`config.mk`:
```
export PLATFORM = sky130hd
export DESIGN_NAME = chunk_ring_fifo
export DESIGN_NICKNAME = d
export VERILOG_FILES = /design/src/rtl/cfr_pkg.sv /design/src/rtl/cfr_byte_mem.sv /design/src/rtl/cfr_desc_mem.sv /design/src/rtl/chunk_ring_fifo.sv
export SDC_FILE = /design/constraint.sdc
export NUM_CORES = 2
export LEC_CHECK = 0
export BUFFER_PORTS_ARGS = -buffer_cell sky130_fd_sc_hd__buf_2
export CORE_MARGIN = 5
export CORE_UTILIZATION = 55
export CTS_CLUSTER_SIZE = 8
export DETAILED_ROUTE_END_ITERATION = 10
export PLACE_DENSITY = 0.75
export SETUP_SLACK_MARGIN = 0.4
export SLEW_MARGIN = 20
export SYNTH_ARGS = -nofsm -noshare
export SYNTH_HDL_FRONTEND = slang
export SYNTH_HIERARCHICAL = 1
export SYNTH_SLANG_ARGS = --single-unit
```
`constraint.sdc`:
```
create_clock -name clock -period 7.1 [get_ports clock]
set_input_delay 2.13 -clock clock [delete_from_list [all_inputs] [get_ports clock]]
set_output_delay 2.13 -clock clock [all_outputs]
set_load 0.05 [all_outputs]
```
`src/rtl/cfr_pkg.sv`:
```
`timescale 1ns / 1ps
`default_nettype none

package cfr_pkg;

   localparam int CHUNK_NUM  = 8;
   localparam int CHUNK_SIZE = 32;

   localparam int SLOT_W  = $clog2(CHUNK_NUM);
   localparam int FILL_W  = $clog2(CHUNK_SIZE + 2);
   localparam int ADDR_W  = $clog2(CHUNK_NUM * CHUNK_SIZE);
   localparam int BYTES   = CHUNK_NUM * CHUNK_SIZE;
   localparam int SUM_W   = (SLOT_W + 1 > 3) ? SLOT_W + 1 : 3;
   localparam int LENX_W  = (FILL_W > 6) ? FILL_W : 6;

   typedef logic [SLOT_W-1:0] slot_type;
   typedef logic [FILL_W-1:0] fill_type;
   typedef logic [ADDR_W-1:0] addr_type;

   typedef enum logic [2:0] {
      ST_STORED   = 3'd0,
      ST_FULL     = 3'd1,
      ST_TOO_LONG = 3'd2,
      ST_POP_BYTE = 3'd3,
      ST_EMPTY    = 3'd4
   } status_type;

   typedef enum logic {
      OP_PUSH = 1'b0,
      OP_POP  = 1'b1
   } op_type;

   typedef struct packed {
      logic        op;
      logic [7:0]  in_byte;
      logic        in_last;
      logic [31:0] in_media_id;
   } req_type;

   typedef struct packed {
      logic [2:0]  status;
      logic [7:0]  out_byte;
      logic [31:0] out_media_id;
      logic [5:0]  out_len;
      logic        out_last;
      logic [2:0]  stored_count;
   } rsp_type;

   typedef struct packed {
      fill_type    len;
      logic [31:0] src_id;
   } desc_type;

   function automatic slot_type slot_next(input slot_type s);
      slot_type r;
      if (s == SLOT_W'(CHUNK_NUM - 1)) r = '0;
      else r = SLOT_W'(s + 1'b1);
      return r;
   endfunction

   function automatic addr_type byte_addr(input slot_type s, input fill_type idx);
      return ADDR_W'(ADDR_W'(s) * ADDR_W'(CHUNK_SIZE) + ADDR_W'(idx));
   endfunction

   // chunks held, low 3 bits
   function automatic logic [2:0] chunk_count(input slot_type ws, input slot_type rs);
      logic [SUM_W-1:0] d;
      d = SUM_W'(ws) + SUM_W'(CHUNK_NUM) - SUM_W'(rs);
      if (d >= SUM_W'(CHUNK_NUM)) d = SUM_W'(d - SUM_W'(CHUNK_NUM));
      return d[2:0];
   endfunction

   function automatic logic [5:0] len_field(input fill_type len);
      logic [LENX_W-1:0] x;
      x = LENX_W'(len);
      return x[5:0];
   endfunction

endpackage

`default_nettype wire

```
`src/rtl/cfr_byte_mem.sv`:
```
`timescale 1ns / 1ps
`default_nettype none

module cfr_byte_mem
   import cfr_pkg::*;
(
   input  wire logic       clock,
   input  wire logic       we,
   input  wire addr_type   waddr,
   input  wire logic [7:0] wdata,
   input  wire logic       re,
   input  wire addr_type   raddr,
   output logic [7:0]      rdata
);

   logic [7:0] mem [0:BYTES-1];
   logic [7:0] rdata_ff;

   always_ff @(posedge clock) begin
      if (we) mem[waddr] <= wdata;
   end

   always_ff @(posedge clock) begin
      if (re) rdata_ff <= mem[raddr];
   end

   assign rdata = rdata_ff;

endmodule

`default_nettype wire

```
`src/rtl/cfr_desc_mem.sv`:
```
`timescale 1ns / 1ps
`default_nettype none

module cfr_desc_mem
   import cfr_pkg::*;
(
   input  wire logic     clock,
   input  wire logic     we,
   input  wire slot_type waddr,
   input  wire desc_type wdata,
   input  wire logic     re,
   input  wire slot_type raddr,
   output desc_type      rdata
);

   desc_type mem [0:CHUNK_NUM-1];
   desc_type rdata_ff;

   always_ff @(posedge clock) begin
      if (we) mem[waddr] <= wdata;
   end

   always_ff @(posedge clock) begin
      if (re) rdata_ff <= mem[raddr];
   end

   assign rdata = rdata_ff;

endmodule

`default_nettype wire

```
`src/rtl/chunk_ring_fifo.sv`:
```
// channel   ports                       handshake
// request   req_item, start, busy       taken when start is high and busy low
// result    rsp_item, rsp_valid         each result shown for a single cycle, no backpressure
//
// a push byte leaves busy low, so bytes stream one per cycle.
// a pop of an n-byte chunk keeps busy high while its n bytes stream out, one
// byte a cycle from the single read port of the byte memory; an empty pop leaves busy low.
// results are registered in rsp_item behind the transaction (or the registered memory read data) that causes them.
// reset clears the slot pointers, fill index and strobe; memories are not cleared.
`timescale 1ns / 1ps
`default_nettype none

module chunk_ring_fifo
   import cfr_pkg::*;
(
   input  wire logic    clock,
   input  wire logic    reset,
   input  wire logic    start,
   output logic         busy,
   input  wire req_type req_item,
   output logic         rsp_valid,
   output rsp_type      rsp_item
);

   typedef enum logic [1:0] {
      S_IDLE   = 2'b01,
      S_STREAM = 2'b10
   } state_type;

   state_type state_ff, state_in;
   slot_type  ws_ff, ws_in;
   slot_type  rs_ff, rs_in;
   slot_type  pop_slot_ff, pop_slot_in;
   fill_type  fill_ff, fill_in;
   fill_type  idx_ff, idx_in;
   logic      drop_ff, drop_in;
   logic      rsp_valid_ff, rsp_valid_in;
   rsp_type   rsp_ff, rsp_in;

   logic      byte_we, byte_re;
   addr_type  byte_waddr, byte_raddr;
   logic [7:0] byte_rdata;
   logic      desc_we, desc_re;
   desc_type  desc_wdata, desc_rdata;

   logic      accept;
   logic      drop_now;
   fill_type  fill_inc;
   fill_type  idx_next;
   logic      stream_last;

   assign busy   = (state_ff == S_STREAM);
   assign accept = start && !busy;

   always_comb begin
      state_in     = state_ff;
      ws_in        = ws_ff;
      rs_in        = rs_ff;
      pop_slot_in  = pop_slot_ff;
      fill_in      = fill_ff;
      idx_in       = idx_ff;
      drop_in      = drop_ff;
      rsp_valid_in = 1'b0;
      rsp_in       = '0;
      byte_we      = 1'b0;
      byte_waddr   = byte_addr(ws_ff, fill_ff);
      byte_re      = 1'b0;
      byte_raddr   = byte_addr(rs_ff, '0);
      desc_we      = 1'b0;
      desc_wdata   = '{len: '0, src_id: req_item.in_media_id};
      desc_re      = 1'b0;

      // full check is made on the first byte only and held for the chunk
      drop_now = (fill_ff == '0) ? (slot_next(ws_ff) == rs_ff) : drop_ff;
      fill_inc = (fill_ff <= FILL_W'(CHUNK_SIZE)) ? FILL_W'(fill_ff + 1'b1) : fill_ff;
      idx_next = FILL_W'(idx_ff + 1'b1);
      stream_last = (idx_next == desc_rdata.len);

      unique case (state_ff)
         S_IDLE: begin
            if (accept && req_item.op == OP_PUSH) begin
               byte_we = !drop_now && (fill_ff < FILL_W'(CHUNK_SIZE));
               if (req_item.in_last) begin
                  rsp_valid_in    = 1'b1;
                  rsp_in.out_last = 1'b1;
                  if (fill_inc > FILL_W'(CHUNK_SIZE)) begin
                     rsp_in.status = ST_TOO_LONG;
                  end else if (drop_now) begin
                     rsp_in.status = ST_FULL;
                  end else begin
                     rsp_in.status  = ST_STORED;
                     desc_we        = 1'b1;
                     desc_wdata.len = fill_inc;
                     ws_in          = slot_next(ws_ff);
                  end
                  fill_in = '0;
                  drop_in = 1'b0;
               end else begin
                  fill_in = fill_inc;
                  drop_in = drop_now;
               end
            end else if (accept) begin
               if (ws_ff == rs_ff) begin
                  rsp_valid_in    = 1'b1;
                  rsp_in.status   = ST_EMPTY;
                  rsp_in.out_last = 1'b1;
               end else begin
                  desc_re     = 1'b1;
                  byte_re     = 1'b1;
                  pop_slot_in = rs_ff;
                  rs_in       = slot_next(rs_ff);
                  idx_in      = '0;
                  state_in    = S_STREAM;
               end
            end
         end
         S_STREAM: begin
            rsp_valid_in        = 1'b1;
            rsp_in.status       = ST_POP_BYTE;
            rsp_in.out_byte     = byte_rdata;
            rsp_in.out_media_id = desc_rdata.src_id;
            rsp_in.out_len      = len_field(desc_rdata.len);
            rsp_in.out_last     = stream_last;
            idx_in              = idx_next;
            if (stream_last) begin
               state_in = S_IDLE;
            end else begin
               byte_re    = 1'b1;
               byte_raddr = byte_addr(pop_slot_ff, idx_next);
            end
         end
         default: state_in = S_IDLE;
      endcase

      rsp_in.stored_count = chunk_count(ws_in, rs_in);
   end

   always_ff @(posedge clock) begin
      if (reset) begin
         state_ff     <= S_IDLE;
         ws_ff        <= '0;
         rs_ff        <= '0;
         fill_ff      <= '0;
         drop_ff      <= 1'b0;
         rsp_valid_ff <= 1'b0;
      end else begin
         state_ff     <= state_in;
         ws_ff        <= ws_in;
         rs_ff        <= rs_in;
         fill_ff      <= fill_in;
         drop_ff      <= drop_in;
         rsp_valid_ff <= rsp_valid_in;
      end
   end

   always_ff @(posedge clock) begin
      pop_slot_ff <= pop_slot_in;
      idx_ff      <= idx_in;
      rsp_ff      <= rsp_in;
   end

   cfr_byte_mem u_byte_mem (
      .clock (clock),
      .we    (byte_we),
      .waddr (byte_waddr),
      .wdata (req_item.in_byte),
      .re    (byte_re),
      .raddr (byte_raddr),
      .rdata (byte_rdata)
   );

   cfr_desc_mem u_desc_mem (
      .clock (clock),
      .we    (desc_we),
      .waddr (ws_ff),
      .wdata (desc_wdata),
      .re    (desc_re),
      .raddr (rs_ff),
      .rdata (desc_rdata)
   );

   assign rsp_valid = rsp_valid_ff;
   assign rsp_item  = rsp_ff;

endmodule

`default_nettype wire
```
==> flow_metrics.tcl <==
set metrics [dict create \
    clock_latency_ns 0.95 \
    slowest_delay_ns 0.71 \
    wl_per_cell_um 32.7 \
    rsz0062_at_grt "no" \
    cts_setup_buffers 0 \
    setup_violations 0 \
    slew_viol_final 0 \
    drtAntennaViolNets 0 \
    antenna_found_initial 7 \
    hold_path_class "reg -> reg" \
    worstPathCellList "ha_1, xor2_1, xor2_1, nor3_1, and4_1, nand2b_1, nor2_4, buf_12, mux4_2, a22o_1, a221oi_1, o32ai_1, nor3_1, nor4_1" \
    cp_top_family "simple AND/OR/NAND/NOR gates" \
    port-buffer-count 99 \
    drtIter0Drc 7233 \
    post_cts_resized 0 \
    hold_viol 0 \
    skew_ns 0.0739 \
    crit_start "idx_ff[0]" \
    fin_crit_ns 5.95 \
    path_clk_slew_ns 0.05 \
    synth_cell_types 83 \
    fp-row-count 153 \
    worstSetupEndpointType "flip-flop" \
    drt-vias-per-instance 6.71 \
    synth_warnings 6 \
    power_frac_clock_pct 47.1 \
    synth-edff-count 2407 \
    grt_pass1_vias 49600 \
    cts.sinks 2476 \
    synth_fp_nets 4596 \
    dieWidth_um 427 \
    met3_usage_pct 6.47 \
    die_y_um 427 \
    power_frac_comb_pct 1.5 \
    track_usage_pct 26.2 \
    worstSetupPathType "reg -> reg" \
    crit_fanout 44 \
    switching_share_pct 19.2 \
    vias 48800 \
    syn_inst 4536 \
    power_density_mw_per_mm2 289 \
    hold_buffers 0 \
    setup_slack_ns 1.15 \
    core_area_mm2 0.173 \
    fillers 11200 \
    final_net_count 4918 \
    critPathLaunchType "flip-flop" \
    irDropWorstVdd_mv 0.265 \
    p_seq_share_pct 51.4 \
    p_leak_nw 33.0 \
    clk_path_buf_depth 4 \
    synth_ff_type "edfxtp_1" \
    final_core_util_pct 62.5 \
    first_pass_iters 9 \
    rrSetupSlack_ns 1.15 \
    max_cap_viol_count 0 \
    routabilityCongestion 0.868 \
    dieArea_mm2 0.182 \
    avgSynthCellArea_um2 21.1 \
    start_util_pct 55.1 \
    cts_root_buffer "clkbuf_16" \
    tritoncts "yes" \
    cts_buffers 360 \
    endpoint "u_byte_mem/rdata[5]" \
    grt_pass1_wl_mm 345 \
    cp.required_ns 7.72 \
    cp_slowest_cell "a221oi_1" \
    ys_seq_area_share_pct 77.1 \
    internal_power_mw 25.3 \
    status "complete, no violations" \
    preCtsSetupSlack_ns 1.25 \
    grt_max_degree 167 \
    cp_num_cells 14 \
    top_usage_layer "met2" \
    dp_hpwl_mm 134 \
    fmax_mhz 168 \
    area_growth_pct 13.4 \
    r2r_cells 14 \
    use_met2_pct 41.3 \
    grt.met1_usage_pct 35.3 \
    post-route-period-util_pct 83.8 \
    synth_seq_cells 2476 \
    path_buf_inv 1 \
    finalSetupTns_ns 0 \
    cp.arrival_ns 6.57 \
    slew_headroom_pct 19.0 \
    drive_above_1_share_pct 25.1 \
    timing.rr.start "idx_ff[0]" \
    netSwitchingPower_mw 6.02 \
    worst_pin_slew_ns 1.21 \
    drcViolationCount 0 \
    synth-async-reset-ratio_pct 0 \
    totalWireLength_mm 238 \
    io_pins 100 \
    grt.overflow.total 0 \
    htreeDepth 5 \
    synth.cell_area_mm2 0.0955 \
    reg2reg_to "u_byte_mem/rdata[5]" \
]
-- logic make-up (layout without fill, tap and decap cells) --
group                      Yosys count  in the layout  share of synthesized area, %
muxes                              712            712                          14.5
buffers and inverters              282            682                          1.78
DFF                               2476           2476                          77.1
xor gates and xnor gates            24             24                         0.235
AOI/OAI and AO/OA                  424            424                          3.13
and+or+nand+nor                    603            603                          2.99
other                                0              8                             0
adders and majority gates           15             15                         0.204
-- cells in the final DEF (no fill, tap or decap), drive strengths merged, types with 43 or more instances in the layout --
| cell | count |
|---|---|
| a21oi | 109 |
| a22oi | 134 |
| and2 | 57 |
| buf | 220 |
| clkbuf | 441 |
| dfxtp | 69 |
| edfxtp | 2407 |
| mux2 | 43 |
| mux2i | 137 |
| mux4 | 532 |
| nand2 | 45 |
| nor2 | 314 |
| o221ai | 47 |
-- worst min-delay path by stage --
| stage | start | cells past startpoint | slack (ns) | end |
|---|---|---|---|---|
| final | u_desc_mem/rdata[6] | 1 | 0.44 | rsp_item[16] |
| after floorplan | u_desc_mem/rdata[0] | 1 | 0.43 | rsp_item[10] |
| after global placement | u_desc_mem/rdata[4] | 1 | 0.43 | rsp_item[14] |
| after global routing | u_desc_mem/rdata[14] | 1 | 0.45 | rsp_item[24] |
| after CTS | u_desc_mem/rdata[24] | 1 | 0.45 | rsp_item[34] |
| after detailed placement | u_desc_mem/rdata[24] | 1 | 0.44 | rsp_item[34] |
-- power by group through the flow --
| stage | Sequential [mW] | Combinational, mW | Clock (mW) |
|---|---|---|---|
| 4_1_cts | 16.1 | 0.460 | 14.9 |
| 3_5_place_dp | 16.4 | 0.457 | 0 |
| 3_3_place_gp | 16.4 | 0.437 | 0 |
| 6_report | 16.1 | 0.462 | 14.8 |
| 5_1_grt | 16.1 | 0.488 | 15.7 |
| 2_1_floorplan | 16.4 | 0.133 | 0 |
-- stage by stage --
| stage | total power, mW | instance area, um^2 | instances | hold WS, ns |
|---|---|---|---|---|
| final | 31.3 | 108000 | 7269 | 0.444 |
| after global routing | 32.2 | 108000 | 7264 | 0.452 |
| after CTS | 31.5 | 108000 | 7259 | 0.447 |
| after detailed placement | 16.8 | 98700 | 6819 | 0.436 |
| after global placement | 16.8 | 98700 | 6819 | 0.430 |
| after floorplan | 16.5 | 95500 | 4536 | 0.426 |
-- layer usage --
layer	part of all wire (%)	routed length, um	up-vias
met3	11	26200	631
met5	0.014	34	-
met2	49	115000	3315
met1	36	84700	25400
li1	-	-	19400
met4	4.7	11200	6
-- registers in the layout, summed over array words and instances (netlist names), 2 cells and up --
| register | flops |
|---|---|
| rsp_item | 53 |
| state_ff | 2 |
| ws_ff | 3 |
| u_byte_mem/mem | 2048 |
| u_desc_mem/mem | 304 |
| pop_slot_ff | 3 |
| fill_ff | 6 |
| idx_ff | 6 |
| u_desc_mem/rdata | 38 |
| rs_ff | 3 |
| u_byte_mem/rdata | 8 |
-- synth_stat cells, types with 28 or more instances --
library cell     n  area [um^2]
nor2_1         314         1180
mux2i_1        136         1360
dfxtp_1         69         1380
a21oi_1        109          546
nand3_1         39          195
buf_6           28          315
a22oi_1        134         1010
buf_2           35          175
nor2b_1         37          231
edfxtp_1      2407        72300
buf_4           28          210
o22ai_1         29          181
mux2_2          42          473
nand2_1         44          165
o221ai_1        46          403
and2_1          55          344
mux4_2         530        11900
nor3_1          33          165
clkbuf_1       129          484
-- cell type report --
class / instances / area, um^2 / share of cell area, %
Clock buffer: 433 / 9430 / 8.71
Sequential cell: 2476 / 73700 / 68.0
Inverter: 14 / 52.6 / 0.0485
Tap cell: 2325 / 2910 / 2.69
Multi-Input combinational cell: 1778 / 20300 / 18.8
Timing Repair Buffer: 228 / 1820 / 1.68
Clock inverter: 7 / 52.6 / 0.0485
Antenna cell: 8 / 20.0 / 0.0185
Note: power is estimated with default switching activity, not from simulation.
